## src/rtl/assert_macros.svh

```systemverilog
// assertion helpers shared by the rtl files of the label flood unit
// every macro samples on clk_i and is switched off while rst_ni is low
`ifndef ASSERT_MACROS_SVH
`define ASSERT_MACROS_SVH

// condition implies consequence in the same cycle
`define ASSERT_IMPL(label, ante, cons, msg) \
  label: assert property (@(posedge clk_i) disable iff (!rst_ni) (ante) |-> (cons)) \
    else $error(msg);

// condition implies consequence in the cycle after
`define ASSERT_NEXT(label, ante, cons, msg) \
  label: assert property (@(posedge clk_i) disable iff (!rst_ni) (ante) |=> (cons)) \
    else $error(msg);

`endif

```

## src/rtl/lf6n_pkg.sv

```systemverilog
// shared types, widths and helpers of the 6-neighbor label flood unit
// no dependencies; used by lf6n_div and label_flood_6_neighbor_unit
`timescale 1ns / 1ps
`default_nettype none

package lf6n_pkg;

  localparam int unsigned POS_W       = 21;
  localparam int unsigned STORE_DEPTH = 1 << POS_W;
  localparam int unsigned WLABEL_W    = 32;
  localparam int unsigned CNT_W       = 22;
  localparam int unsigned DIM_W       = 8;
  localparam int unsigned FUNC_W      = 2;
  localparam int unsigned CFG_IDX_W   = 2;

  localparam int unsigned IN_DATA_W  = 56;
  localparam int unsigned OUT_DATA_W = 80;

  localparam int unsigned DEFAULT_MAX_SIDE   = 128;
  localparam int unsigned DEFAULT_LABEL_BITS = 32;

  // quotient bits produced per cycle by each coordinate divider
  localparam int unsigned DIV_STEP = 3;

  localparam logic [DIM_W-1:0] DIM_RESET = DIM_W'(128);

  localparam logic [CFG_IDX_W-1:0] CFG_DIM_X = CFG_IDX_W'(0);
  localparam logic [CFG_IDX_W-1:0] CFG_DIM_Y = CFG_IDX_W'(1);
  localparam logic [CFG_IDX_W-1:0] CFG_DIM_Z = CFG_IDX_W'(2);

  typedef enum logic [FUNC_W-1:0] {
    FUNC_WRITE = 2'd0,
    FUNC_READ  = 2'd1,
    FUNC_FLOOD = 2'd2
  } func_e;

  // extent as used: zero counts as one, large values clamp to the side limit
  function automatic logic [DIM_W-1:0] eff_dim(input logic [DIM_W-1:0] v,
                                               input int unsigned max_side);
    if (v == '0) begin
      return DIM_W'(1);
    end else if (32'(v) > max_side) begin
      return DIM_W'(max_side);
    end else begin
      return v;
    end
  endfunction

endpackage

`default_nettype wire

```

## src/rtl/lf6n_div.sv

```systemverilog
// multi-cycle restoring divider, STEP quotient bits per cycle
// depends on lf6n_pkg for the default widths and step size
`timescale 1ns / 1ps
`default_nettype none

module lf6n_div #(
  parameter int unsigned DIVIDEND_W = lf6n_pkg::POS_W,
  parameter int unsigned DIVISOR_W  = lf6n_pkg::DIM_W,
  parameter int unsigned STEP       = lf6n_pkg::DIV_STEP
) (
  input  wire logic                  clk_i,
  input  wire logic                  rst_ni,
  input  wire logic                  start_i,
  input  wire logic [DIVIDEND_W-1:0] dividend_i,
  input  wire logic [DIVISOR_W-1:0]  divisor_i,
  output logic                       done_o,
  output logic [DIVIDEND_W-1:0]      quotient_o,
  output logic [DIVISOR_W-1:0]       remainder_o
);

  localparam int unsigned Steps = (DIVIDEND_W + STEP - 1) / STEP;
  localparam int unsigned PadW  = Steps * STEP;
  localparam int unsigned CntW  = $clog2(Steps + 1);

  logic                 busy_q;
  logic                 done_q;
  logic [CntW-1:0]      cnt_q;
  logic [PadW-1:0]      num_q;
  logic [DIVISOR_W-1:0] rem_q;
  logic [DIVISOR_W-1:0] den_q;

  logic [PadW-1:0]      num_d;
  logic [DIVISOR_W-1:0] rem_d;
  logic [DIVISOR_W:0]   trial;

  // dividend bits leave at the top while quotient bits enter at the bottom
  always_comb begin
    num_d = num_q;
    rem_d = rem_q;
    trial = '0;
    for (int s = 0; s < int'(STEP); s++) begin
      trial = {rem_d, num_d[PadW-1]};
      num_d = {num_d[PadW-2:0], 1'b0};
      if (trial >= {1'b0, den_q}) begin
        trial    = trial - {1'b0, den_q};
        num_d[0] = 1'b1;
      end
      rem_d = trial[DIVISOR_W-1:0];
    end
  end

  always_ff @(posedge clk_i or negedge rst_ni) begin
    if (!rst_ni) begin
      busy_q <= 1'b0;
      done_q <= 1'b0;
      cnt_q  <= '0;
    end else begin
      done_q <= 1'b0;
      if (start_i) begin
        busy_q <= 1'b1;
        cnt_q  <= '0;
      end else if (busy_q) begin
        cnt_q <= cnt_q + 1'b1;
        if (cnt_q == CntW'(Steps - 1)) begin
          busy_q <= 1'b0;
          done_q <= 1'b1;
        end
      end
    end
  end

  always_ff @(posedge clk_i) begin
    if (start_i) begin
      num_q <= PadW'(dividend_i);
      rem_q <= '0;
      den_q <= divisor_i;
    end else if (busy_q) begin
      num_q <= num_d;
      rem_q <= rem_d;
    end
  end

  assign done_o      = done_q;
  assign quotient_o  = num_q[DIVIDEND_W-1:0];
  assign remainder_o = rem_q;

endmodule

`default_nettype wire

```

## config.mk

```make
export PLATFORM = sky130hd
export DESIGN_NAME = lf6n_div
export DESIGN_NICKNAME = d
export VERILOG_FILES = /design/src/rtl/assert_macros.svh /design/src/rtl/lf6n_pkg.sv /design/src/rtl/lf6n_div.sv
export SDC_FILE = /design/constraint.sdc
export NUM_CORES = 1
export LEC_CHECK = 0
export ABC_CLOCK_PERIOD_IN_PS = 7450
export BUFFER_PORTS_ARGS = -buffer_cell sky130_fd_sc_hd__buf_4
export CAP_MARGIN = 20
export CORE_ASPECT_RATIO = 0.9
export CORE_UTILIZATION = 40
export DETAILED_ROUTE_END_ITERATION = 8
export PLACE_DENSITY = 0.71
export SETUP_SLACK_MARGIN = 0.4
export SLEW_MARGIN = 20
export SYNTH_ARGS = -nofsm -noshare
export SYNTH_HDL_FRONTEND = slang
export SYNTH_SLANG_ARGS = --single-unit
```

## constraint.sdc

```tcl
create_clock -name clk_i -period 7.45 [get_ports clk_i]
set_input_delay 1.1175 -clock clk_i [delete_from_list [all_inputs] [get_ports clk_i]]
set_output_delay 1.1175 -clock clk_i [all_outputs]
set_load 0.05 [all_outputs]
```

# Word level (Yosys, flattened, before mapping)
# Cells that the tools add are included.
# Widths: inputs -> output; s select.
[classes]
addsub = 4
order_cmp = 3
eq_ne = 1
mux = 16
n_reduce_logical = 1
[op_table]
columns = ["op", "n"]
rows = [
  ["$mux 21", 2],
  ["$ge 9x8->1", 3],
  ["$mux 8", 3],
  ["$sub 8x8->8", 3],
  ["$mux 1", 9],
  ["$mux 3", 2],
  ["$add 3x1->3 const B", 1],
  ["$eq 3x3->1 const B", 1],
  ["$reduce_bool 2->1", 1],
]
[totals]
ff_bits = 42
input_bits = 32
output_inout_bits = 30
elab_cells = 31

# Depth between registers and ports, before layout
# Gate-level depths: netlist of run 1.
[logic_depth]
depth_word = 8
mapped_depth = 26
mapped_depth_nobuf = 25

# Least setup slack after synthesis of run 1
# Ideal clock, no wire load.
[synth_timing]
path_type = "register -> register"
start = "register num_q[20] (netlist: quotient_o[20])"
end = "register rem_q[4] (netlist: remainder_o[4])"
setup_time_ns = 0.140
t_arrival_ns = 5.526
t_required_ns = 7.310
slack_ns = 1.784
stages_incl_launch_ff = 25
path_buffers = 1
synth_period_minus_slack_ns = 5.666
path_cell_list = "edfxtp_1 inv_1 ha_1 nand2b_1 a21oi_1 o221ai_2 nand2_2 mux2_2 ha_1 nand3_1 a21oi_1 o311ai_0 a21boi_0 nor3_4 mux2i_1 ha_1 nor2b_1 o31a_1 o31ai_1 a21oi_1 nor3_1 o31a_1 buf_6 mux2i_1 a211oi_1"
[synth_via]
elab_chain_len = 6
elab_cells_between_ends = 9
classes_between = "add/sub: 3; order compare: 3; mux: 3"
[synth_rtl]
columns = ["element", "line_no", "source"]
rows = [
  ["start: declaration", "lf6n_div.sv:28", "logic [PadW-1:0] num_q;"],
  ["start signal: assignment", "lf6n_div.sv:74", "num_q <= PadW'(dividend_i);"],
  ["start signal: assignment", "lf6n_div.sv:78", "num_q <= num_d;"],
  ["$sub 8x8->8 or $ge 9x8->1 (tied branches)", "lf6n_div.sv:45, lf6n_div.sv:44", ""],
  ["$mux 8 (*)", "lf6n_div.sv:44", "if (trial >= {1'b0, den_q}) begin"],
  ["$sub 8x8->8 or $ge 9x8->1 (tied branches)", "lf6n_div.sv:45, lf6n_div.sv:44", ""],
  ["$mux 8 (*)", "lf6n_div.sv:44", ""],
  ["$sub 8x8->8 or $ge 9x8->1 (tied branches)", "lf6n_div.sv:45, lf6n_div.sv:44", ""],
  ["$mux 8 (*)", "lf6n_div.sv:44", ""],
  ["end signal: assignment", "lf6n_div.sv:79", "rem_q <= rem_d;"],
  ["end: declaration", "lf6n_div.sv:29", "logic [DIVISOR_W-1:0] rem_q;"],
]
# Every way passes the cells marked *; elsewhere a longest branch is shown, timed or not.
# A chain may end at the register's enable or synchronous reset.

# Worst setup path after layout of run 1
[layout_timing]
start = "register den_q[1]"
end = "register rem_q[3] (netlist: remainder_o[3])"
[layout_via]
elab_chain_len = 6
elab_cells_between_ends = 9
classes_between = "add/sub: 3; order compare: 3; mux: 3"
[layout_rtl]
columns = ["element", "line_no", "source"]
rows = [
  ["start: declaration", "lf6n_div.sv:30", "logic [DIVISOR_W-1:0] den_q;"],
  ["start signal: assignment", "lf6n_div.sv:76", "den_q <= divisor_i;"],
  ["$sub 8x8->8 or $ge 9x8->1 (tied branches)", "lf6n_div.sv:45, lf6n_div.sv:44", ""],
  ["$mux 8", "lf6n_div.sv:44", ""],
  ["$sub 8x8->8 or $ge 9x8->1 (tied branches)", "lf6n_div.sv:45, lf6n_div.sv:44", ""],
  ["$mux 8", "lf6n_div.sv:44", ""],
  ["$sub 8x8->8 or $ge 9x8->1 (tied branches)", "lf6n_div.sv:45, lf6n_div.sv:44", ""],
  ["$mux 8 (*)", "lf6n_div.sv:44", ""],
]
# Marks and branches as above.

==> results of run 1 <==
sequential cells by signal, summed over array words and instances, names as in the netlist:
| name | count |
|---|---|
| quotient_o | 21 |
| den_q | 8 |
| remainder_o | 8 |
| cnt_q | 3 |
| busy_q | 1 |
| done_o | 1 |
worst max-delay path: cells and delay by family (launching register included):
kind	cells	cell delay [ns]
adders and majority gates	3	0.94
muxes	2	0.73
DFF	1	0.43
and+or+nand+nor	7	1.50
AOI/OAI and AO/OA	10	2.40
buffers and inverters	1	0.24
metrics by stage:
step	util (%)	cells
final	50.9	434
after global routing	50.9	434
after CTS	50.9	434
after detailed placement	49.5	426
after global placement	49.5	426
after floorplan	-	279
cell usage after synthesis, drive strengths merged, types with 6 or more instances:
master / number / share of area (%)
a211oi: 9 / 2.8
a21o: 6 / 1.5
a21oi: 11 / 1.8
dfxtp: 8 / 5.3
edfxtp: 29 / 29
ha: 26 / 11
inv: 23 / 2.9
mux2: 28 / 11
mux2i: 10 / 3.3
nand2: 13 / 1.7
nand3: 7 / 1.2
nor2: 20 / 2.5
xnor2: 8 / 2.3
per-layer routing:
layer	track usage, %	share of wire [%]
met5	0	0
met4	3.64	0.55
met3	3.35	5.2
met2	28.1	46
met1	27.6	48
repair_timing:
action	CTS	global route
setup buffers	0	0
setup endpoints to repair	0	7
hold endpoints to repair	0	0
resized for setup	0	1
path summary, 6_finish.rpt:
kind                       depth (start not counted)      startpoint             end  slack [ns]
max                                               23        den_q[1]  remainder_o[3]        1.09
min                                                2  remainder_o[6]  remainder_o[6]        0.53
max reg2reg                                       23        den_q[1]  remainder_o[3]        1.09
min reg2reg                                        2  remainder_o[6]  remainder_o[6]        0.53
max in group asynchronous                          1          rst_ni        cnt_q[1]        6.75
min in group asynchronous                          1          rst_ni          done_o        0.60
kinds of logic (layout without fill, tap and decap cells):
family	count (synthesis)	count (layout)	synth area share (%)
xor gates and xnor gates	11	11	3.21
AOI/OAI and AO/OA	57	57	14.6
DFF	42	42	38.5
buffers and inverters	30	92	4.00
adders and majority gates	29	29	12.8
and+or+nand+nor	72	72	13.0
muxes	38	38	13.8
area by class of cell:
| class | count | area, µm² | share of cell area, % |
|---|---|---|---|
| clock buffer | 6 | 82.6 | 2.27 |
| clock inverter | 2 | 12.5 | 0.344 |
| inverter | 23 | 86.3 | 2.37 |
| multi-input combinational | 207 | 1730 | 47.4 |
| sequential | 42 | 1160 | 31.8 |
| tap | 93 | 116 | 3.20 |
| timing repair buffer | 61 | 458 | 12.6 |
==> flow_metrics.py, run 1 <==
metrics = {
    "clocking": {
        "h-tree-depth": 2,
        "cts_max_path_buffers": 2,
        "clock_latency_ns": 0.29,
        "hold_buffers": 0,
        "clkSlewWorstSetupHoldPaths_ns": 0.09,
        "cts.sinks": 42,
        "cts_made_buffers": 5,
        "cts_root_buffer": "clkbuf_8",
        "cts_tree": "built",
    },
    "logic_synthesis": {
        "ys_seq_area_share_pct": 38.5,
        "ys_warn_count": 0,
        "async_flop_share_pct": 11.9,
        "synth-seq-cells": 42,
        "ys.flop_type": "edfxtp_1",
        "netlist_area_um2": 3000,
        "mappedNetlistNets": 340,
        "syn_inst": 279,
        "synth_edf_count": 29,
        "avgSynthCellArea_um2": 10.8,
        "ys_types": 58,
    },
    "critical_path": {
        "crit_chain": "inv_1 > ha_1 > nand2b_1 > a21oi_1 > o221ai_2 > nand2_2 > mux2_2 > ha_1 > nand3_1 > a21oi_1 > o311ai_0 > a21boi_0 > nor3_4 > mux2i_1 > ha_1 > nor2b_1 > o31a_1 > o31ai_1 > a21oi_1 > nor3_1 > o31a_2 > a2111oi_0 > or3_1",
        "cp-start-kind": "register",
        "arrival_ns": 6.53,
        "path_class": "reg -> reg",
        "cp_slowest_cell": "edfxtp_1",
        "worstPathMaxFanout": 14,
        "cpPeakStageDelay_ns": 0.43,
        "crit_path_end_kind": "register",
        "cp_data_required_time_ns": 7.63,
    },
    "drt": {
        "drt_first_iter_violations": 137,
        "drc": 0,
        "firstDrtPassIters": 4,
        "detail-route-antenna-nets": 0,
        "wire_per_inst_um": 16.0,
        "avgViaCountPerCell": 5.42,
        "drt_wl_total_um": 6970,
        "vias": 2353,
    },
    "timing": {
        "fin_crit_ns": 6.36,
        "fmax_mhz": 157,
        "worstMarginPinSlew_ns": 0.685,
        "finClkSkew_ns": 0.0102,
        "fin_hold_ws_ns": 0.527,
        "setup_viol": 0,
        "fin_tns_setup_ns": 0,
        "relSlewSlack_pct": 54.3,
        "hold_viol": 0,
        "rsz0062_at_grt": "no",
        "fin_ws_ns": 1.09,
        "maxSlewViolCount": 0,
        "min_period_over_period_pct": 85.3,
    },
    "finish": {
        "final_common_cell": "buf_4",
        "nets": 401,
        "layout-drive-gt1-share_pct": 32.6,
        "n_antenna_cell": 0,
        "layout_common_cells": "buf_4 (61), edfxtp_1 (29), mux2_2 (28)",
        "area_growth_pct": 21.2,
        "stdcell_area_um2": 3640,
        "fillers": 654,
    },
    "die": {
        "start_util_pct": 42.0,
        "die_area_um2": 7850,
        "core_um2": 7150,
        "die_h_um": 84.2,
        "rows": 29,
        "die_x_um": 93.3,
        "pin_count": 62,
    },
    "global_routing": {
        "grt_overflow_total": 0,
        "grt_pass1_wl_um": 11300,
        "antenna_found_initial": 0,
        "grt_pass1_vias": 2224,
        "grt_usage_pct": 18.5,
        "grt_start_max_net_pins": 46,
    },
    "placement": {
        "gp_congestion": 0.954,
        "portBuffers": 61,
        "pre_cts_ws_ns": 0.936,
        "dp_hpwl_um": 5530,
        "place_area_um2": 3540,
    },
    "flow_run": {
        "drv_cap": 0,
    },
    "hold_path": {
        "hold_class": "reg -> reg",
    },
    "status": {
        "outcome": "finished, final reports clean",
    },
}
Power of run 1 is not shown: default switching activity piles up to over one toggle a cycle in this logic, so the estimate is an artifact.
==> run 2, diff against run 1 <==
--- a/config.mk
+++ b/config.mk
@@ -10,6 +10,7 @@
 export CAP_MARGIN = 20
 export CORE_ASPECT_RATIO = 0.9
 export CORE_UTILIZATION = 40
+export CTS_BUF_LIST = sky130_fd_sc_hd__clkbuf_16
 export DETAILED_ROUTE_END_ITERATION = 8
 export PLACE_DENSITY = 0.71
 export SETUP_SLACK_MARGIN = 0.4
==> run 2 against run 1 <==
Effect of this change:
- non-clock buffer count unchanged
- count of clock-buffer cells in the layout down 1
- utilization up 0.65 points
- cell area up 1.3%
- final cell count unchanged
- first-iteration DRC count up 12%
- critical path type unchanged
==> flow_metrics.py, run 2 (synthesis gave the netlist of run 1 again) <==
metrics = {
    "die": {
        "die_area_um2": 7850,
        "rows": 29,
        "core_um2": 7150,
        "start_util_pct": 42.0,
        "die_h_um": 84.2,
        "die_x_um": 93.3,
        "pin_count": 62,
    },
    "placement": {
        "pre_cts_ws_ns": 0.936,
        "portBuffers": 61,
        "dp_hpwl_um": 5530,
        "gp_congestion": 0.954,
    },
    "global_routing": {
        "grt_pass1_vias": 2237,
        "antenna_found_initial": 0,
        "grt_overflow_total": 0,
        "grt_pass1_wl_um": 11300,
        "grt_usage_pct": 18.6,
        "grt_start_max_net_pins": 46,
    },
    "clocking": {
        "cts.sinks": 42,
        "clock_latency_ns": 0.28,
        "cts_max_path_buffers": 2,
        "cts_root_buffer": "clkbuf_16",
        "post_cts_buffers": 0,
        "clkSlewWorstSetupHoldPaths_ns": 0.06,
        "hold_buffers": 0,
        "h-tree-depth": 2,
        "cts_made_buffers": 5,
        "cts_tree": "built",
    },
    "timing": {
        "min_period_over_period_pct": 85.3,
        "maxSlewViolCount": 0,
        "relSlewSlack_pct": 53.7,
        "fmax_mhz": 157,
        "fin_tns_setup_ns": 0,
        "setup_viol": 0,
        "fin_crit_ns": 6.36,
        "worstMarginPinSlew_ns": 0.694,
        "fin_ws_ns": 1.09,
        "fin_hold_ws_ns": 0.523,
        "rsz0062_at_grt": "no",
        "hold_viol": 0,
        "finClkSkew_ns": 0.00736,
    },
    "finish": {
        "regArea_um2": 1160,
        "multi_input_area_um2": 1730,
        "layout-drive-gt1-share_pct": 32.3,
        "nets": 401,
        "largest_reg_flops": 21,
        "fillers": 652,
        "n_antenna_cell": 0,
        "area_growth_pct": 22.8,
        "final_common_cell": "buf_4",
        "layout_common_cells": "buf_4 (61), edfxtp_1 (29), mux2_2 (28)",
    },
    "hold_path": {
        "hold_class": "reg -> reg",
    },
    "drt": {
        "detail-route-antenna-nets": 0,
        "avgViaCountPerCell": 5.42,
        "vias": 2354,
        "drt_wl_total_um": 6970,
        "drc": 0,
        "drt_first_iter_violations": 153,
        "firstDrtPassIters": 4,
        "wire_per_inst_um": 16.1,
    },
    "flow_run": {
        "drv_cap": 0,
    },
    "status": {
        "outcome": "finished, final reports clean",
    },
    "critical_path": {
        "path_class": "reg -> reg",
        "crit_path_end_kind": "register",
        "cp-start-kind": "register",
        "cp_data_required_time_ns": 7.61,
        "worstPathMaxFanout": 14,
        "arrival_ns": 6.52,
    },
}
-- run 2: final timing paths --
| kind | from | to | depth (start not counted) | slack (ns) |
|---|---|---|---|---|
| max in group asynchronous | rst_ni | cnt_q[0] | 1 | 6.72 |
| worst min-delay path | remainder_o[6] | remainder_o[6] | 2 | 0.52 |
| worst max register to register | den_q[1] | remainder_o[3] | 23 | 1.09 |
| worst min register to register | remainder_o[6] | remainder_o[6] | 2 | 0.52 |
| worst max-delay path | den_q[1] | remainder_o[3] | 23 | 1.09 |
| min in group asynchronous | rst_ni | done_o | 1 | 0.62 |
-- run 2: area by class of cell --
type                            count  share of cell area [%]
Clock buffer                        5                    3.40
Tap cell                           93                    3.16
Clock inverter                      3                   0.442
Inverter                           23                    2.34
Multi-Input combinational cell    207                    46.8
Sequential cell                    42                    31.4
Timing Repair Buffer               61                    12.4
-- run 2: what timing repair did --
action | in CTS | in global routing
hold endpoints to repair | 0 | 0
resized for setup | 0 | 1
setup endpoints to repair | 0 | 6
-- run 2: worst max-delay path, stage by stage (launching register included) --
cell and delay, ns:
edfxtp_1 0.42, inv_1 0.24, ha_1 0.30, nand2b_1 0.09
a21oi_1 0.10, o221ai_2 0.31, nand2_2 0.20, mux2_2 0.33
ha_1 0.33, nand3_1 0.14, a21oi_1 0.07, o311ai_0 0.39
a21boi_0 0.26, nor3_4 0.41, mux2i_1 0.41, ha_1 0.31
nor2b_1 0.14, o31a_1 0.27, o31ai_1 0.33, a21oi_1 0.13
nor3_1 0.16, o31a_2 0.37, a2111oi_0 0.15, or3_1 0.35
-- run 2: through the flow --
step / area, µm² / std cells / utilization, %
final: 3680 / 434 / 51.5
after global routing: 3680 / 434 / 51.5
after CTS: 3680 / 434 / 51.5
after detailed placement: 3540 / 426 / 49.5
after global placement: 3540 / 426 / 49.5
after floorplan: 3000 / 279 / -
-- run 2: metal layers --
layer / wire length, µm / global-route usage [%]
met5: 0 / 0
met4: 42 / 3.78
met3: 361 / 3.62
met2: 3160 / 28.1
met1: 3410 / 27.7
Power of run 2 is left out for the same reason.
